$ cat src/design/rrt_pkg.sv
// rrt_pkg: shared types, byte codes and widths for the reply tokenizer
// no dependencies; imported by the interfaces, the parser, the top level and the checker
`timescale 1ns / 1ps
`default_nettype none

package rrt_pkg;

    localparam int LengthBitsDefault = 31;
    localparam int CfgBits           = 31;
    localparam int LenOutBits        = 32;

    localparam logic [CfgBits-1:0] MaxBulkReset = 31'd536870912;

    localparam logic [7:0] ChDollar = 8'h24;
    localparam logic [7:0] ChStar   = 8'h2A;
    localparam logic [7:0] ChPlus   = 8'h2B;
    localparam logic [7:0] ChColon  = 8'h3A;
    localparam logic [7:0] ChMinus  = 8'h2D;
    localparam logic [7:0] ChCr     = 8'h0D;
    localparam logic [7:0] ChLf     = 8'h0A;
    localparam logic [7:0] ChZero   = 8'h30;
    localparam logic [7:0] ChOne    = 8'h31;
    localparam logic [7:0] ChNine   = 8'h39;

    typedef enum logic [3:0] {
        PH_TYPE      = 4'd0,
        PH_LEN_FIRST = 4'd1,
        PH_LEN_DIG   = 4'd2,
        PH_LEN_NEG   = 4'd3,
        PH_LEN_NEGCR = 4'd4,
        PH_LEN_LF    = 4'd5,
        PH_BULK      = 4'd6,
        PH_BULK_CR   = 4'd7,
        PH_BULK_LF   = 4'd8,
        PH_LINE      = 4'd9,
        PH_LINE_LF   = 4'd10
    } t_phase;

    typedef enum logic [1:0] {
        EV_HEADER = 2'd0,
        EV_DATA   = 2'd1,
        EV_END    = 2'd2,
        EV_ERROR  = 2'd3
    } t_event;

    typedef enum logic [2:0] {
        TY_BULK   = 3'd0,
        TY_ARRAY  = 3'd1,
        TY_STATUS = 3'd2,
        TY_ERRLN  = 3'd3,
        TY_INT    = 3'd4
    } t_item;

    typedef enum logic [2:0] {
        ERR_NONE  = 3'd0,
        ERR_TYPE  = 3'd1,
        ERR_DIGIT = 3'd2,
        ERR_LF    = 3'd3,
        ERR_LONG  = 3'd4
    } t_err;

    typedef struct packed {
        logic                  has_res;
        t_event                ev;
        t_item                 ty;
        logic [LenOutBits-1:0] len;
        logic [7:0]            data;
        t_err                  err;
    } t_result;

endpackage

`default_nettype wire

$ cat src/design/rrt_ifs.sv
// rrt_ifs: valid/ready channel interfaces for received bytes, the limit register and results
// depends on rrt_pkg
`timescale 1ns / 1ps
`default_nettype none

interface rrt_byte_if;
    logic       valid;
    logic       ready;
    logic [7:0] rx_byte;

    modport source (output valid, output rx_byte, input ready);
    modport sink   (input valid, input rx_byte, output ready);
endinterface

interface rrt_cfg_if import rrt_pkg::*; ();
    logic               valid;
    logic               ready;
    logic [CfgBits-1:0] max_bulk_length;

    modport source (output valid, output max_bulk_length, input ready);
    modport sink   (input valid, input max_bulk_length, output ready);
endinterface

interface rrt_res_if import rrt_pkg::*; ();
    logic                         valid;
    logic                         ready;
    logic [1:0]                   event_res;
    logic [2:0]                   item_type;
    logic signed [LenOutBits-1:0] item_length;
    logic [7:0]                   data_byte;
    logic [2:0]                   error_code;

    modport source (output valid, output event_res, output item_type, output item_length,
                    output data_byte, output error_code, input ready);
    modport sink   (input valid, input event_res, input item_type, input item_length,
                    input data_byte, input error_code, output ready);
endinterface

`default_nettype wire

$ cat src/design/rrt_parse.sv
// rrt_parse: tokenizer state and single-byte step logic
// depends on rrt_pkg; the result is combinational and registered by the top level
`timescale 1ns / 1ps
`default_nettype none

module rrt_parse import rrt_pkg::*; #(
    parameter int LENGTH_BITS = LengthBitsDefault
) (
    input  wire logic                   i_clk,
    input  wire logic                   i_rst_n,
    input  wire logic                   i_step,
    input  wire logic [7:0]             i_byte,
    input  wire logic [LENGTH_BITS-1:0] i_limit,
    output t_result                     o_res
);

    localparam int AccWideBits = LENGTH_BITS + 4;

    t_phase                 r_phase, n_phase;
    t_item                  r_type,  n_type;
    logic [LENGTH_BITS-1:0] r_acc,   n_acc;
    logic                   r_neg,   n_neg;
    logic [LENGTH_BITS-1:0] r_rem,   n_rem;

    logic                   w_digit;
    logic [3:0]             w_digit_val;
    logic [AccWideBits-1:0] w_acc_x10;
    logic                   w_too_long;
    logic [LENGTH_BITS-1:0] w_rem_dec;
    logic                   w_fail;
    t_err                   w_err;
    t_item                  w_fail_ty;

    assign w_digit     = (i_byte >= ChZero) && (i_byte <= ChNine);
    assign w_digit_val = 4'(i_byte - ChZero);
    // acc*10 + digit as two shifts and adds
    assign w_acc_x10   = ({4'b0, r_acc} << 3) + ({4'b0, r_acc} << 1)
                       + AccWideBits'(w_digit_val);
    assign w_too_long  = w_acc_x10 > {4'b0, i_limit};
    assign w_rem_dec   = r_rem - LENGTH_BITS'(1);

    always_comb begin
        n_phase   = r_phase;
        n_type    = r_type;
        n_acc     = r_acc;
        n_neg     = r_neg;
        n_rem     = r_rem;
        w_fail    = 1'b0;
        w_err     = ERR_NONE;
        w_fail_ty = r_type;
        o_res     = '{has_res: 1'b0, ev: EV_HEADER, ty: r_type, len: '0, data: '0,
                      err: ERR_NONE};

        case (r_phase)
            PH_TYPE: begin
                n_acc = '0;
                n_neg = 1'b0;
                n_rem = '0;
                case (i_byte)
                    ChDollar: begin
                        n_type  = TY_BULK;
                        n_phase = PH_LEN_FIRST;
                    end
                    ChStar: begin
                        n_type  = TY_ARRAY;
                        n_phase = PH_LEN_FIRST;
                    end
                    ChPlus: begin
                        n_type  = TY_STATUS;
                        n_phase = PH_LINE;
                    end
                    ChMinus: begin
                        n_type  = TY_ERRLN;
                        n_phase = PH_LINE;
                    end
                    ChColon: begin
                        n_type  = TY_INT;
                        n_phase = PH_LINE;
                    end
                    default: begin
                        n_type    = TY_BULK;
                        w_fail    = 1'b1;
                        w_err     = ERR_TYPE;
                        w_fail_ty = TY_BULK;
                    end
                endcase
            end
            PH_LEN_FIRST, PH_LEN_DIG: begin
                if (r_phase == PH_LEN_FIRST && i_byte == ChMinus) begin
                    n_neg   = 1'b1;
                    n_phase = PH_LEN_NEG;
                end else if (r_phase == PH_LEN_DIG && i_byte == ChCr) begin
                    n_phase = PH_LEN_LF;
                end else if (!w_digit) begin
                    w_fail = 1'b1;
                    w_err  = ERR_DIGIT;
                end else if (w_too_long) begin
                    w_fail = 1'b1;
                    w_err  = ERR_LONG;
                end else begin
                    n_acc   = w_acc_x10[LENGTH_BITS-1:0];
                    n_phase = PH_LEN_DIG;
                end
            end
            PH_LEN_NEG: begin
                if (i_byte != ChOne) begin
                    w_fail = 1'b1;
                    w_err  = ERR_DIGIT;
                end else begin
                    n_phase = PH_LEN_NEGCR;
                end
            end
            PH_LEN_NEGCR: begin
                if (i_byte != ChCr) begin
                    w_fail = 1'b1;
                    w_err  = ERR_DIGIT;
                end else begin
                    n_phase = PH_LEN_LF;
                end
            end
            PH_LEN_LF: begin
                if (i_byte != ChLf) begin
                    w_fail = 1'b1;
                    w_err  = ERR_LF;
                end else begin
                    o_res.has_res = 1'b1;
                    o_res.ev      = EV_HEADER;
                    o_res.len     = r_neg ? '1
                                  : {{(LenOutBits-LENGTH_BITS){1'b0}}, r_acc};
                    // only a non-null bulk has a payload; arrays and nulls end here
                    if (r_type == TY_BULK && !r_neg) begin
                        n_rem   = r_acc;
                        n_phase = (r_acc != '0) ? PH_BULK : PH_BULK_CR;
                    end else begin
                        n_phase = PH_TYPE;
                    end
                end
            end
            PH_BULK: begin
                n_rem         = w_rem_dec;
                o_res.has_res = 1'b1;
                o_res.ev      = EV_DATA;
                o_res.data    = i_byte;
                if (w_rem_dec == '0) begin
                    n_phase = PH_BULK_CR;
                end
            end
            PH_BULK_CR: begin
                if (i_byte != ChCr) begin
                    w_fail = 1'b1;
                    w_err  = ERR_LF;
                end else begin
                    n_phase = PH_BULK_LF;
                end
            end
            PH_BULK_LF, PH_LINE_LF: begin
                if (i_byte != ChLf) begin
                    w_fail = 1'b1;
                    w_err  = ERR_LF;
                end else begin
                    o_res.has_res = 1'b1;
                    o_res.ev      = EV_END;
                    n_phase       = PH_TYPE;
                end
            end
            PH_LINE: begin
                if (i_byte == ChCr) begin
                    n_phase = PH_LINE_LF;
                end else begin
                    o_res.has_res = 1'b1;
                    o_res.ev      = EV_DATA;
                    o_res.data    = i_byte;
                end
            end
            default: begin
                w_fail = 1'b1;
                w_err  = ERR_TYPE;
            end
        endcase

        // any error drops the item and waits for a fresh type byte
        if (w_fail) begin
            n_phase = PH_TYPE;
            n_acc   = '0;
            n_neg   = 1'b0;
            n_rem   = '0;
            o_res   = '{has_res: 1'b1, ev: EV_ERROR, ty: w_fail_ty, len: '0, data: '0,
                        err: w_err};
        end
    end

    always_ff @(posedge i_clk) begin
        if (!i_rst_n) begin
            r_phase <= PH_TYPE;
            r_type  <= TY_BULK;
            r_acc   <= '0;
            r_neg   <= 1'b0;
            r_rem   <= '0;
        end else if (i_step) begin
            r_phase <= n_phase;
            r_type  <= n_type;
            r_acc   <= n_acc;
            r_neg   <= n_neg;
            r_rem   <= n_rem;
        end
    end

endmodule

`default_nettype wire

$ cat src/design/resp_reply_tokenizer.sv
// path: input register, then the rrt_parse step, then the result register for any result
// throughput: one byte per cycle, set by the combinational step of rrt_parse between the
// input register and the result register; a stalled result holds both stages
// reset (synchronous, active low): tokenizer waits for a type byte, both stages empty,
// length limit back to its reset value
`timescale 1ns / 1ps
`default_nettype none

module resp_reply_tokenizer import rrt_pkg::*; #(
    parameter int LENGTH_BITS = LengthBitsDefault
) (
    input  wire logic  i_clk,
    input  wire logic  i_rst_n,
    rrt_byte_if.sink   i_rx,
    rrt_cfg_if.sink    i_cfg,
    rrt_res_if.source  o_res
);

    localparam logic [CfgBits-1:0] LimitCap =
        CfgBits'((64'd1 << LENGTH_BITS) - 64'd1);
    localparam logic [CfgBits-1:0] LimitResetFull =
        (MaxBulkReset > LimitCap) ? LimitCap : MaxBulkReset;
    localparam logic [LENGTH_BITS-1:0] LimitReset = LimitResetFull[LENGTH_BITS-1:0];

    logic                   r_in_valid;
    logic [7:0]             r_in_byte;
    logic                   r_out_valid;
    t_result                r_out;
    logic [LENGTH_BITS-1:0] r_limit;

    logic                   w_out_free;
    logic                   w_step;
    t_result                w_res;
    logic [CfgBits-1:0]     w_cfg_clip;

    assign w_out_free = !r_out_valid || o_res.ready;
    assign w_step     = r_in_valid && w_out_free;
    assign i_rx.ready = !r_in_valid || w_step;
    assign i_cfg.ready = 1'b1;

    assign w_cfg_clip = (i_cfg.max_bulk_length > LimitCap) ? LimitCap
                                                           : i_cfg.max_bulk_length;

    rrt_parse #(
        .LENGTH_BITS (LENGTH_BITS)
    ) u_parse (
        .i_clk   (i_clk),
        .i_rst_n (i_rst_n),
        .i_step  (w_step),
        .i_byte  (r_in_byte),
        .i_limit (r_limit),
        .o_res   (w_res)
    );

    // input stage
    always_ff @(posedge i_clk) begin
        if (!i_rst_n) begin
            r_in_valid <= 1'b0;
        end else if (i_rx.valid && i_rx.ready) begin
            r_in_valid <= 1'b1;
        end else if (w_step) begin
            r_in_valid <= 1'b0;
        end
    end

    always_ff @(posedge i_clk) begin
        if (i_rx.valid && i_rx.ready) begin
            r_in_byte <= i_rx.rx_byte;
        end
    end

    // result stage
    always_ff @(posedge i_clk) begin
        if (!i_rst_n) begin
            r_out_valid <= 1'b0;
        end else if (w_step && w_res.has_res) begin
            r_out_valid <= 1'b1;
        end else if (o_res.ready) begin
            r_out_valid <= 1'b0;
        end
    end

    always_ff @(posedge i_clk) begin
        if (w_step && w_res.has_res) begin
            r_out <= w_res;
        end
    end

    always_ff @(posedge i_clk) begin
        if (!i_rst_n) begin
            r_limit <= LimitReset;
        end else if (i_cfg.valid && i_cfg.ready) begin
            r_limit <= w_cfg_clip[LENGTH_BITS-1:0];
        end
    end

    assign o_res.valid       = r_out_valid;
    assign o_res.event_res   = r_out.ev;
    assign o_res.item_type   = r_out.ty;
    assign o_res.item_length = r_out.len;
    assign o_res.data_byte   = r_out.data;
    assign o_res.error_code  = r_out.err;

endmodule

`default_nettype wire

$ cat src/flat_wrapper.sv
// flat-port wrapper written by rule: the top's interface ports become plain ports
module resp_reply_tokenizer_flat import rrt_pkg::*;
#(
    parameter int LENGTH_BITS = LengthBitsDefault
)
  (i_clk, i_rst_n, i_rx_valid, i_rx_rx_byte, i_rx_ready, i_cfg_valid, i_cfg_max_bulk_length, i_cfg_ready, o_res_valid, o_res_event_res, o_res_item_type, o_res_item_length, o_res_data_byte, o_res_error_code, o_res_ready);
  rrt_byte_if i_rx_i ();
  rrt_cfg_if i_cfg_i ();
  rrt_res_if o_res_i ();
  input  wire logic i_clk;
  input  wire logic i_rst_n;
  input wire logic [$bits(i_rx_i.valid)-1:0] i_rx_valid;
  input wire logic [$bits(i_rx_i.rx_byte)-1:0] i_rx_rx_byte;
  output wire logic [$bits(i_rx_i.ready)-1:0] i_rx_ready;
  input wire logic [$bits(i_cfg_i.valid)-1:0] i_cfg_valid;
  input wire logic [$bits(i_cfg_i.max_bulk_length)-1:0] i_cfg_max_bulk_length;
  output wire logic [$bits(i_cfg_i.ready)-1:0] i_cfg_ready;
  output wire logic [$bits(o_res_i.valid)-1:0] o_res_valid;
  output wire logic [$bits(o_res_i.event_res)-1:0] o_res_event_res;
  output wire logic [$bits(o_res_i.item_type)-1:0] o_res_item_type;
  output wire logic [$bits(o_res_i.item_length)-1:0] o_res_item_length;
  output wire logic [$bits(o_res_i.data_byte)-1:0] o_res_data_byte;
  output wire logic [$bits(o_res_i.error_code)-1:0] o_res_error_code;
  input wire logic [$bits(o_res_i.ready)-1:0] o_res_ready;
  assign i_rx_i.valid = i_rx_valid;
  assign i_rx_i.rx_byte = i_rx_rx_byte;
  assign i_rx_ready = i_rx_i.ready;
  assign i_cfg_i.valid = i_cfg_valid;
  assign i_cfg_i.max_bulk_length = i_cfg_max_bulk_length;
  assign i_cfg_ready = i_cfg_i.ready;
  assign o_res_valid = o_res_i.valid;
  assign o_res_event_res = o_res_i.event_res;
  assign o_res_item_type = o_res_i.item_type;
  assign o_res_item_length = o_res_i.item_length;
  assign o_res_data_byte = o_res_i.data_byte;
  assign o_res_error_code = o_res_i.error_code;
  assign o_res_i.ready = o_res_ready;
  resp_reply_tokenizer #(.LENGTH_BITS(LENGTH_BITS)) u_core (.i_clk(i_clk), .i_rst_n(i_rst_n), .i_rx(i_rx_i), .i_cfg(i_cfg_i), .o_res(o_res_i));
endmodule
$ cat config.mk
export PLATFORM = sky130hd
export DESIGN_NAME = resp_reply_tokenizer_flat
export DESIGN_NICKNAME = d
export VERILOG_FILES = /design/src/design/rrt_pkg.sv /design/src/design/rrt_ifs.sv /design/src/design/rrt_parse.sv /design/src/design/resp_reply_tokenizer.sv /design/src/flat_wrapper.sv
export SDC_FILE = /design/constraint.sdc
export NUM_CORES = 1
export LEC_CHECK = 0
export ABC_AREA = 1
export BUFFER_PORTS_ARGS = -buffer_cell sky130_fd_sc_hd__buf_4
export CAP_MARGIN = 25
export CORE_MARGIN = 2
export CORE_UTILIZATION = 37
export CTS_BUF_LIST = sky130_fd_sc_hd__clkbuf_8 sky130_fd_sc_hd__clkbuf_16
export DETAILED_ROUTE_END_ITERATION = 8
export GPL_ROUTABILITY_DRIVEN = 0
export HOLD_SLACK_MARGIN = 0.03
export PLACE_DENSITY = 0.64
export SYNTH_ARGS = -nofsm -noshare
export SYNTH_HDL_FRONTEND = slang
export SYNTH_SLANG_ARGS = --single-unit
$ cat constraint.sdc
create_clock -name i_clk -period 6.98 [get_ports i_clk]
set_clock_uncertainty 0.15 [all_clocks]
set_input_delay 0.698 -clock i_clk [delete_from_list [all_inputs] [get_ports i_clk]]
set_output_delay 0.698 -clock i_clk [all_outputs]
set_load 0.01 [all_outputs]
# ---- After elaboration in Yosys (flattened, before gate mapping)
# Index checks and enable logic that the tools add are counted.
dict set report word_totals {
  out_inout_bits 51
  word_cells 159
  inputBits 44
  ff_bits 159
}
dict set report classes {
  addsub 4
  n_eq_ne 35
  magnitude_cmp 4
  muxes 66
  reduce_logical 35
  bitwise_logic 1
}
# cell count
set op_table {}
lappend op_table {{$mux W31} 9}
lappend op_table {{$mux W32} 3}
lappend op_table {{$pmux W31 S3} 1}
lappend op_table {{$pmux W31 S2} 1}
lappend op_table {{$mux W49} 1}
lappend op_table {{$mux W4} 12}
lappend op_table {{$eq A8 B6 Y1 const B} 5}
lappend op_table {{$ne A3 B3 Y1 const B} 13}
lappend op_table {{$pmux W4 S9} 1}
lappend op_table {{$add A34 B32 Y35} 1}
lappend op_table {{$add A35 B4 Y35} 1}
lappend op_table {{$gt A35 B31 Y1} 1}
lappend op_table {{$gt A31 B31 Y1 const B} 1}
lappend op_table {{$logic_not A31 Y1} 1}
lappend op_table {{$reduce_bool A31 Y1} 1}
lappend op_table {{$sub A31 B1 Y31 const B} 1}
lappend op_table {{$mux W3} 10}
lappend op_table {{$pmux W3 S4} 2}
lappend op_table {{$pmux W3 S7} 1}
lappend op_table {{$eq A4 B3 Y1 const B} 4}
lappend op_table {{$mux W1} 16}
lappend op_table {{$ne A8 B4 Y1 const B} 2}
lappend op_table {{$pmux W8 S2} 1}
lappend op_table {{$eq A4 B4 Y1 const B} 3}
lappend op_table {{32 further kinds} 53}

# ---- Depth between registers and ports, before layout
# Gate-level depths: netlist of the first run.
dict set report depth {
  word_depth 11
  mapped_depth 32
}

# ---- By module
# From an unflattened synthesis of the first run, not the netlist that was laid out.
dict set report unflattened {
  hier_cells 1645
  area_unflattened_um2 11466.0
}
# mod instances cells_each area_per_inst_um2
set by_module_without_submodules {}
lappend by_module_without_submodules {rrt_parse 1 1436 8608.3}
lappend by_module_without_submodules {resp_reply_tokenizer 1 209 2857.7}

# ---- Least setup slack after synthesis of the first run
# No wires, ideal clock.
dict set report synth_path {
  path_kind {register to register}
  from {register u_core.r_in_byte[3]}
  to {register u_core.r_out (netlist bit u_core.o_res.data_byte[0]) (enable)}
  path_buffers 1
  path_slack_ns 1.780
  period_less_slack_ns 5.200
  path_stages_with_launch 31
  setup_ns 0.402
  arrival_ns 4.647
  path_cell_list {edfxtp_1 > fa_1 > fa_1 > nand2_1 > nand2_1 > nand3_1 > nand2_1 > nand2_1 > nand2_1 > a21oi_1 > o31ai_1 > xnor2_1 > inv_1 > ha_1 > nand2_1 > nor2_1 > nand4_1 > inv_1 > nand2_1 > nand2_1 > nand2_1 > nand2_1 > nand2_1 > nand2_1 > nand2_2 > nand2_2 > buf_6 > nor2_1 > nand2_1 > nand2_1 > inv_1}
}
dict set report synth_between {
  elab_chain_len 10
  elab_cells_between_ends 33
}
# element line_no
set synth_lines {}
lappend synth_lines {{start: declaration} resp_reply_tokenizer.sv:26} ;# logic [7:0] r_in_byte;
lappend synth_lines {{start signal: assignment} resp_reply_tokenizer.sv:68} ;# r_in_byte <= i_rx.rx_byte;
lappend synth_lines {{$sub A4 B1 Y4} rrt_parse.sv:35} ;# assign w_digit_val = 4'(i_byte - ChZero);
lappend synth_lines {{$add A35 B4 Y35} rrt_parse.sv:38} ;# + AccWideBits'(w_digit_val);
lappend synth_lines {{$gt A35 B31 Y1} rrt_parse.sv:39} ;# assign w_too_long = w_acc_x10 > {4'b0, i_limit};
lappend synth_lines {{$mux W1} rrt_parse.sv:97} ;# end else if (w_too_long) begin
lappend synth_lines {{$mux W1} rrt_parse.sv:94} ;# end else if (!w_digit) begin
lappend synth_lines {{$mux W1} rrt_parse.sv:92} ;# end else if (r_phase == PH_LEN_DIG && i_byte == ChCr) begin
lappend synth_lines {{$mux W1} rrt_parse.sv:89} ;# if (r_phase == PH_LEN_FIRST && i_byte == ChMinus) begin
lappend synth_lines {{$pmux W1 S6} rrt_parse.sv:54} ;# case (r_phase)
lappend synth_lines {{$mux W49 (*)} rrt_parse.sv:182} ;# if (w_fail) begin
lappend synth_lines {{$logic_and A1 B1 Y1 (*)} resp_reply_tokenizer.sv:84} ;# if (w_step && w_res.has_res) begin
lappend synth_lines {{end signal: assignment} resp_reply_tokenizer.sv:85} ;# r_out <= w_res;
lappend synth_lines {{end: declaration} resp_reply_tokenizer.sv:28} ;# t_result r_out;
# Every way passes the cells marked *; elsewhere a longest branch is shown, timed or not.
# A chain may end at the register's enable or synchronous reset.

# ---- Final worst setup path of the first run
dict set report layout_path {
  from {register u_core.r_in_byte[3]}
  to {register u_core.u_parse.r_rem[19]}
}
dict set report layout_between {
  elab_chain_len 10
  elab_cells_between_ends 32
}
# element line_no
set layout_lines {}
lappend layout_lines {{$sub A4 B1 Y4} rrt_parse.sv:35}
lappend layout_lines {{$add A35 B4 Y35} rrt_parse.sv:38}
lappend layout_lines {{$gt A35 B31 Y1} rrt_parse.sv:39}
lappend layout_lines {{$mux W1} rrt_parse.sv:97}
lappend layout_lines {{$mux W1} rrt_parse.sv:94}
lappend layout_lines {{$mux W1} rrt_parse.sv:92}
lappend layout_lines {{$mux W1} rrt_parse.sv:89}
lappend layout_lines {{$pmux W1 S6} rrt_parse.sv:54}
lappend layout_lines {{$ne A3 B3 Y1 (no line) / $reduce_bool A4 Y1 (equally long branches)} -}
lappend layout_lines {{$reduce_and A4 Y1 (no line)} -}
lappend layout_lines {{end signal: assignment} rrt_parse.sv:204} ;# r_rem <= n_rem;
lappend layout_lines {{end: declaration} rrt_parse.sv:23} ;# logic [LENGTH_BITS-1:0] r_rem, n_rem;
# Parallel ways exist; a longest one is shown, timed or not.

==> impl_metrics.yaml, run 1 <==
sta:
  rsz0062_at_grt: "no"
  worst_pin_slew_ps: 899
  fin_crit_ps: 5840
  fin_setup_tns_ps: 0
  fmax_mhz: 171
  setup_viol_count_final: 0
  final-hold-violation-count: 0
  whs_ps: 285
  maxSlewHeadroom_pct: 40.0
  fin_crit_sh_pct: 83.7
  drv_slew: 0
clocking:
  post_cts_resized: 0
  cts.sinks: 159
  cts_buffers: 17
  tritoncts: "done"
  cts.clk_slew.worst_paths_ps: 70
  clockBufferDepth: 2
  cts_hold_buf: 0
  ctsRootBufferMaster: "clkbuf_16"
  cts_setup_buffers: 0
  htreeDepth: 4
  clk_latency_ps: 440
layout:
  final_util_pct: 43.0
  antenna_cells: 0
  stdcell_area_sq_um: 12800
  layout.nets: 1838
  area_growth_pct: 14.1
  drive_above_1_share_pct: 11.4
route:
  route.met3.wl_um: 1580
  routed_wl_um: 30500
  via_per_inst: 4.92
  drt_iter0_drc: 861
  wl_met1_um: 13300
  maxUsedRoutingLayer: "met4"
  drt-wirelength-per-cell_um: 14.5
  postRouteAntennaNets: 0
  num_vias: 10342
  wl_met2_um: 14700
  drc: 0
  first_pass_iters: 6
placed_design:
  dp_hpwl_um: 23500
  place_area_sq_um: 12200
  port_buffers: 93
synthesis:
  yosys.cell_count.top_type: "nand2_1"
  synth_seq_area_share_pct: 33.4
  synthAdderAreaFrac_pct: 10.8
  synthCells: 1627
  synth-seq-cells: 159
  synth_top_area_cell: "dfxtp_1"
  ys_top_cells_by_area: "dfxtp_1 (18%), edfxtp_1 (15%), nand2_1 (14%)"
  ys.warnings.count: 0
  synth_top_family_by_area: "simple AND/OR/NAND/NOR gates"
  synthesis.nets: 1767
  ys_async_sr_fraction_pct: 0
  syn_area_sq_um: 11200
  synth-xor-area-share_pct: 4.14
  synthTopCellsByCount: "nand2_1 (422), nor2_1 (286), inv_1 (239), dfxtp_1 (103), ha_1 (94)"
  synthFlopType: "dfxtp_1"
  synth_compound_area_share_pct: 10.7
  yosys.area_share.simple_pct: 30.0
  synth.top_cell.area_share_pct: 18.4
  synth_edf_count: 56
  synth_cell_type_count: 46
  synth_area_per_cell_sq_um: 6.89
  synthMuxAreaShare_pct: 0
setup_path:
  cpMostUsedCell: "nand2_1"
  reg2reg_depth: 30
  worstPathRequired_ps: 7160
  critical_path.max_fanout: 27
  startpoint_type: "flop"
  reg2reg_from: "u_core.r_in_byte[3]$_DFFE_PP_"
  cp_slowest_cell: "nand3_2"
  path_class: "reg2reg"
  end_kind: "flop"
  reg2reg_to: "u_core.u_parse.r_rem[19]$_SDFFE_PN0P_"
  slowest_delay_ps: 600
  rrSetupSlack_ps: 1140
  arrival_ps: 6030
grt:
  antenna_found_initial: 0
  grt_pass1_wl_um: 48500
  grt_pass1_vias: 9650
  grt_max_degree: 61
  gr-total-overflow: 0
  grt_use_total_pct: 19.5
worst_hold_path:
  min_to: "u_core.r_in_byte[4]$_DFFE_PP_"
  hold_path_class: "in2reg"
  hold_depth: 1
  hp-start: "i_rx_rx_byte[4]"
pwr:
  ir_drop_v: 0.000170
  powerDensity_nw_per_um2: 224
  p_leak_nw: 6.28
floorplan:
  row_count: 63
  core_sq_um: 29700
  start_util_pct: 37.7
  die_area_sq_um: 31700
  fp.dieH_um: 178
  die_w_um: 178
  io_pins: 95
run_status:
  outcome: "completed"
run:
  maxCapViolCount: 0
## logic make-up (layout without fill, tap and decap cells)
logic type,Yosys count,after routing
buf+inv,301,385
flops,159,159
xor+xnor,53,53
compound gates,187,187
other cells,1,1
fa+ha+maj,96,96
simple gates,830,830
## metrics by stage
step / power, mW / setup slack [ps] / instances
floorplan: 1.71 / 1780 / 1627
global placement: 1.94 / 1350 / 2068
detailed placement: 1.95 / 1100 / 2068
CTS: 2.88 / 1080 / 2100
global route: 3.03 / 506 / 2101
finish: 2.86 / 1140 / 2101
## power breakdown
group,total (mW),switching [mW],internal (mW)
Sequential,1.10,0.0610,1.04
Combinational,0.841,0.549,0.292
Clock,0.923,0.422,0.501
Total,2.86,1.03,1.83
## cell usage in the layout (no fill, tap or decap), drive strengths merged
cell type / synthesis / layout
nor2: 291 / 291
a22oi: 1 / 1
o2111ai: 1 / 1
clkinv: 1 / 5
a31oi: 6 / 6
buf: 28 / 104
and2: 1 / 1
nor3b: 2 / 2
ha: 94 / 94
nand2: 426 / 426
a211oi: 30 / 30
edfxtp: 56 / 56
xor2: 41 / 41
nand3: 56 / 56
nor4: 6 / 6
a21boi: 1 / 1
o21ai: 24 / 24
bufinv: 0 / 1
o31ai: 1 / 1
fa: 2 / 2
a21oi: 100 / 100
inv: 248 / 255
clkinvlp: 0 / 3
dfxtp: 103 / 103
clkbuf: 24 / 17
nand4: 30 / 30
xnor2: 12 / 12
o21bai: 2 / 2
o22ai: 19 / 19
conb: 1 / 1
a21o: 1 / 1
o21a: 1 / 1
nand3b: 2 / 2
nor3: 12 / 12
and3: 3 / 3
or2: 1 / 1
## state kept, by name, summed over array words and instances, names as in the netlist, 2 cells and up
signal / cells
u_core.u_parse.r_phase: 4
u_core.r_limit: 31
u_core.o_res.error_code: 3
u_core.o_res.event_res: 2
u_core.u_parse.r_acc: 31
u_core.o_res.item_type: 3
u_core.u_parse.r_type: 3
u_core.o_res.data_byte: 8
u_core.r_in_byte: 8
u_core.u_parse.r_rem: 31
u_core.o_res.item_length: 32
## routing by layer
layer | track usage [%] | vias up
met2 | 34.3 | 279
met1 | 24.0 | 4679
met3 | 2.90 | 55
met5 | 0 | -
li1 | - | 5329
met4 | 7.62 | 0
## how the worst max path moves through the flow
stage          slack [ps]  depth (start not counted)                           from                                      end
2_1_floorplan        1780                         30  u_core.r_in_byte[3]$_DFFE_PP_  u_core.o_res.data_byte[0]$_SDFFCE_PN0P_
3_5_place_dp         1100                         29  u_core.r_in_byte[3]$_DFFE_PP_    u_core.u_parse.r_rem[10]$_SDFFE_PN0P_
3_3_place_gp         1350                         29  u_core.r_in_byte[3]$_DFFE_PP_    u_core.u_parse.r_rem[18]$_SDFFE_PN0P_
6_report             1140                         30  u_core.r_in_byte[3]$_DFFE_PP_    u_core.u_parse.r_rem[19]$_SDFFE_PN0P_
4_1_cts              1080                         29  u_core.r_in_byte[3]$_DFFE_PP_     u_core.u_parse.r_rem[5]$_SDFFE_PN0P_
5_1_grt               510                         30  u_core.r_in_byte[3]$_DFFE_PP_    u_core.u_parse.r_rem[22]$_SDFFE_PN0P_
## layout make-up
type	count	area, sq um
sequential	159	3740
clock inverter	15	151
inverter	249	935
multi-input combinational	1167	6250
timing repair buffer	104	801
clock buffer	17	425
fill	3029	16900
tap	390	488
## worst max-delay path, delay by kind of cell, from the launching register on
kind | cells | cell delay, ps
simple gates | 20 | 2670
fa+ha+maj | 3 | 1300
compound gates | 3 | 590
flops | 1 | 490
buf+inv | 3 | 360
xor+xnor | 1 | 150
(Power assumes the default switching activity.)
==> inputs of run 2 (changes only) <==
--- a/config.mk
+++ b/config.mk
@@ -14,7 +14,7 @@
 export DETAILED_ROUTE_END_ITERATION = 8
 export GPL_ROUTABILITY_DRIVEN = 0
 export HOLD_SLACK_MARGIN = 0.03
-export PLACE_DENSITY = 0.64
+export PLACE_DENSITY = 0.66
 export SYNTH_ARGS = -nofsm -noshare
 export SYNTH_HDL_FRONTEND = slang
 export SYNTH_SLANG_ARGS = --single-unit
==> constraint.sdc (replaced) <==
create_clock -name i_clk -period 4.8 [get_ports i_clk]
set_clock_uncertainty 0.15 [all_clocks]
set_input_delay 0.48 -clock i_clk [delete_from_list [all_inputs] [get_ports i_clk]]
set_output_delay 0.48 -clock i_clk [all_outputs]
set_load 0.01 [all_outputs]
==> impl_metrics.yaml, run 2 (synthesized netlist as in run 1, its figures left out) <==
run_status:
  outcome: "completed"
sta:
  fin_crit_sh_pct: 99.2
  fmax_mhz: 210
  rsz0062_at_grt: "yes"
  final-hold-violation-count: 0
  layout_setup_ws_ps: 39.4
  worst_pin_slew_ps: 877
  drv_slew: 0
  maxSlewHeadroom_pct: 41.4
  fin_crit_ps: 4760
  setup_viol_count_final: 0
  fin_setup_tns_ps: 0
  whs_ps: 58.9
setup_path:
  critical_path.max_fanout: 7
  worstPathRequired_ps: 4990
  cp.depth: 31
  slowest_delay_ps: 470
  path_class: "reg2reg"
  arrival_ps: 4950
  cp_slowest_cell: "fa_2"
  path_buf_inv: 4
  rrSetupSlack_ps: 40
  cpMostUsedCell: "nand2_1"
  end_kind: "flop"
  startpoint_type: "flop"
  reg2reg_depth: 31
  cp_top_family: "simple AND/OR/NAND/NOR gates"
clocking:
  clockBufferDepth: 2
  tritoncts: "done"
  ctsRootBufferMaster: "clkbuf_16"
  cts.sinks: 159
  cts.clk_slew.worst_paths_ps: 70
  htreeDepth: 4
  cts_hold_buf: 0
  cts_buffers: 17
  clk_latency_ps: 450
layout:
  area_growth_pct: 22.8
  layout.nets: 1882
  instances_no_fill: 2145
  antenna_cells: 0
  final_common_cell: "nand2_1"
  stdcell_area_sq_um: 13800
  final_cell_mix: "nand2_1 (376), nor2_1 (278), inv_1 (237), buf_4 (137), dfxtp_1 (94)"
  largest_reg_flops: 32
  drive_above_1_share_pct: 19.2
  fillers: 2874
  final_util_pct: 46.3
route:
  via_per_inst: 5.03
  drt_iter0_drc: 860
  routed_wl_um: 32900
  num_vias: 10788
  drt-wirelength-per-cell_um: 15.3
  postRouteAntennaNets: 0
  first_pass_iters: 5
  drc: 0
grt:
  grt_use_total_pct: 20.0
  antenna_found_initial: 0
  grt_pass1_wl_um: 50100
  grt_pass1_vias: 10082
  grt_max_degree: 61
  gr-total-overflow: 0
run:
  maxCapViolCount: 0
floorplan:
  fp.dieH_um: 178
  core_sq_um: 29700
  start_util_pct: 37.7
  die_area_sq_um: 31700
  die_w_um: 178
  row_count: 63
  io_pins: 95
worst_hold_path:
  hold_depth: 1
  hold_path_class: "in2reg"
pwr:
  p_total_mw: 4.47
  ir_drop_v: 0.000280
  p_leak_nw: 6.61
  powerDensity_nw_per_um2: 324
placed_design:
  place_area_sq_um: 12400
  dp_hpwl_um: 24000
  port_buffers: 93
  dpl.cell_count: 2089
  pre_cts_slack_ps: -4.76
run 2: cell types whose count changed in the layout (fill, tap and decap cells not counted), sizes merged:
cell    previous run  this run
buf              104       143
inv              255       254
clkbuf            17        22
bufinv             1         2
run 2: layout make-up:
class / count / area (sq um) / share of cell area (%)
Timing Repair Buffer: 148 / 1260 / 9.18
Tap cell: 390 / 488 / 3.54
Sequential cell: 159 / 3750 / 27.3
Clock inverter: 15 / 196 / 1.43
Clock buffer: 17 / 425 / 3.09
Multi-Input combinational cell: 1167 / 6700 / 48.7
Inverter: 249 / 941 / 6.83
run 2: repair_timing:
| item | CTS | global route |
|---|---|---|
| buffers inserted | 0 | 19 |
| gates cloned | 0 | 5 |
| pin swaps | 0 | 47 |
| gates resized for setup | 3 | 114 |
| setup endpoints to repair | 27 | 149 |
run 2: power by group:
part           switching (mW)  internal [mW]  leakage [nW]
combinational           0.884          0.531          4.93
sequential             0.0830           1.51          1.38
clock                   0.665          0.795         0.298
run 2: final timing paths:
| path | from | end |
|---|---|---|
| hold reg to reg | u_core.r_limit[3]$_SDFFE_PN0P_ | u_core.r_limit[3]$_SDFFE_PN0P_ |
| setup reg to reg | u_core.r_in_byte[3]$_DFFE_PP_ | u_core.u_parse.r_rem[30]$_SDFFE_PN0P_ |
| setup / recovery | u_core.r_in_byte[3]$_DFFE_PP_ | u_core.u_parse.r_rem[30]$_SDFFE_PN0P_ |
| hold / removal | i_rx_rx_byte[7] | u_core.r_in_byte[7]$_DFFE_PP_ |
run 2: routing by layer:
layer	up-vias	GRT usage [%]	routed length [um]
met2	384	33.5	15300
met1	4891	24.9	14300
li1	5413	-	-
met5	-	0	0
met4	0	9.49	1450
met3	100	3.54	1870
==> inputs of run 3 (changes only) <==
--- a/config.mk
+++ b/config.mk
@@ -15,6 +15,7 @@
 export GPL_ROUTABILITY_DRIVEN = 0
 export HOLD_SLACK_MARGIN = 0.03
 export PLACE_DENSITY = 0.66
+export RECOVER_POWER = 50
 export SYNTH_ARGS = -nofsm -noshare
 export SYNTH_HDL_FRONTEND = slang
 export SYNTH_SLANG_ARGS = --single-unit
==> impl_metrics.yaml, run 3 (synthesized netlist as in run 1, its figures left out) <==
worst_hold_path:
  hp-start: "i_rx_rx_byte[7]"
  hold_path_class: "in2reg"
sta:
  fmax_mhz: 209
  fin_crit_sh_pct: 99.8
  worst_pin_slew_ps: 1590
  rsz0062_at_grt: "yes"
  fin_setup_tns_ps: 0
  setup_viol_count_final: 0
  maxSlewHeadroom_pct: -5.84
  final-hold-violation-count: 0
  drv_slew: 60
  fin_crit_ps: 4790
grt:
  grt_pass1_vias: 10082
  antenna_found_initial: 0
  grt_use_total_pct: 20.0
  grt_pass1_wl_um: 50100
  gr-total-overflow: 0
  grt_max_degree: 61
route:
  route.met3.wl_um: 1780
  first_pass_iters: 5
  postRouteAntennaNets: 0
  routed_wl_um: 32900
  wl_met2_um: 15200
  drt_iter0_drc: 949
  wl_met1_um: 14500
  maxUsedRoutingLayer: "met4"
  drc: 0
  via_per_inst: 5.01
  drt-wirelength-per-cell_um: 15.4
  num_vias: 10755
clocking:
  htreeDepth: 4
  cts.sinks: 159
  cts_hold_buf: 0
  cts_buffers: 17
  cts.clk_slew.worst_paths_ps: 70
  clk_latency_ps: 450
  ctsRootBufferMaster: "clkbuf_16"
  tritoncts: "done"
  clockBufferDepth: 2
setup_path:
  critical_path.max_fanout: 12
  cp_top_family: "simple AND/OR/NAND/NOR gates"
  rrSetupSlack_ps: 10
  slowest_delay_ps: 470
  cp_slowest_cell: "fa_2"
  cpMostUsedCell: "nand2_1"
  path_class: "reg2reg"
  startpoint_type: "flop"
  arrival_ps: 4970
  path_buf_inv: 4
  worstPathRequired_ps: 4980
  crit_path_start: "u_core.r_in_byte[3]$_DFFE_PP_"
  reg2reg_from: "u_core.r_in_byte[3]$_DFFE_PP_"
  end_kind: "flop"
floorplan:
  core_sq_um: 29700
  die_area_sq_um: 31700
  io_pins: 95
  fp.dieH_um: 178
  start_util_pct: 37.7
  row_count: 63
  die_w_um: 178
run_status:
  failed_checks: "max-capacitance violations, max-slew violations"
  outcome: "finished with violations"
layout:
  stdcell_area_sq_um: 13600
  antenna_cells: 0
  final_common_cell: "nand2_1"
  layout.nets: 1882
  final_cell_mix: "nand2_1 (376), nor2_1 (279), inv_1 (238), dfxtp_1 (94), ha_1 (84)"
  drive_above_1_share_pct: 16.2
  fillers: 2942
  largest_reg_flops: 32
  area_growth_pct: 21.1
pwr:
  p_leak_nw: 6.42
  powerDensity_nw_per_um2: 327
  p_total_mw: 4.44
  ir_drop_v: 0.000279
placed_design:
  place_area_sq_um: 12400
  port_buffers: 93
  dp_hpwl_um: 24000
run:
  maxCapViolCount: 1
## run 3: final timing paths
check	endpoint	cells after the start
worst max-delay path	u_core.u_parse.r_rem[2]$_SDFFE_PN0P_	31
worst max register to register	u_core.u_parse.r_rem[2]$_SDFFE_PN0P_	31
worst min register to register	u_core.r_limit[3]$_SDFFE_PN0P_	2
worst min-delay path	u_core.r_in_byte[7]$_DFFE_PP_	1
## run 3: where the power goes
part           switching (mW)  internal (mW)  total (mW)
Combinational           0.883          0.507        1.39
Sequential             0.0824           1.51        1.59
Clock                   0.665          0.795        1.46
## run 3: metal layers
layer | up-vias | GRT usage, %
li1 | 5416 | -
met1 | 4898 | 24.9
met2 | 339 | 33.5
met3 | 102 | 3.54
met4 | 0 | 9.49
met5 | - | 0
## run 3: what timing repair did
| action | in CTS | in global routing |
|---|---|---|
| gates resized for setup | 3 | 114 |
| buffers inserted | 0 | 19 |
| endpoints found under the setup margin | 27 | 149 |
| cloned | 0 | 5 |
| pin swaps | 0 | 47 |
## run 3: layout make-up
type / count / area, sq um / area share, %
tap: 390 / 488 / 3.59
multi-input combinational: 1167 / 6700 / 49.3
clock inverter: 15 / 196 / 1.45
timing repair buffer: 148 / 1070 / 7.90
sequential: 159 / 3750 / 27.7
clock buffer: 17 / 425 / 3.13
inverter: 249 / 941 / 6.93
## run 3: per-stage QoR
stage                     hold slack [ps]  utilization [%]  worst slack, ps  std cells
final                                80.2             45.7             10.7       2145
after global routing                 67.9             45.7             -254       2145
after CTS                            52.6             44.0             33.1       2121
after detailed placement              314             41.9            -4.76       2089
after global placement                317             41.9              105       2089
after floorplan                       292                -            -93.1       1627
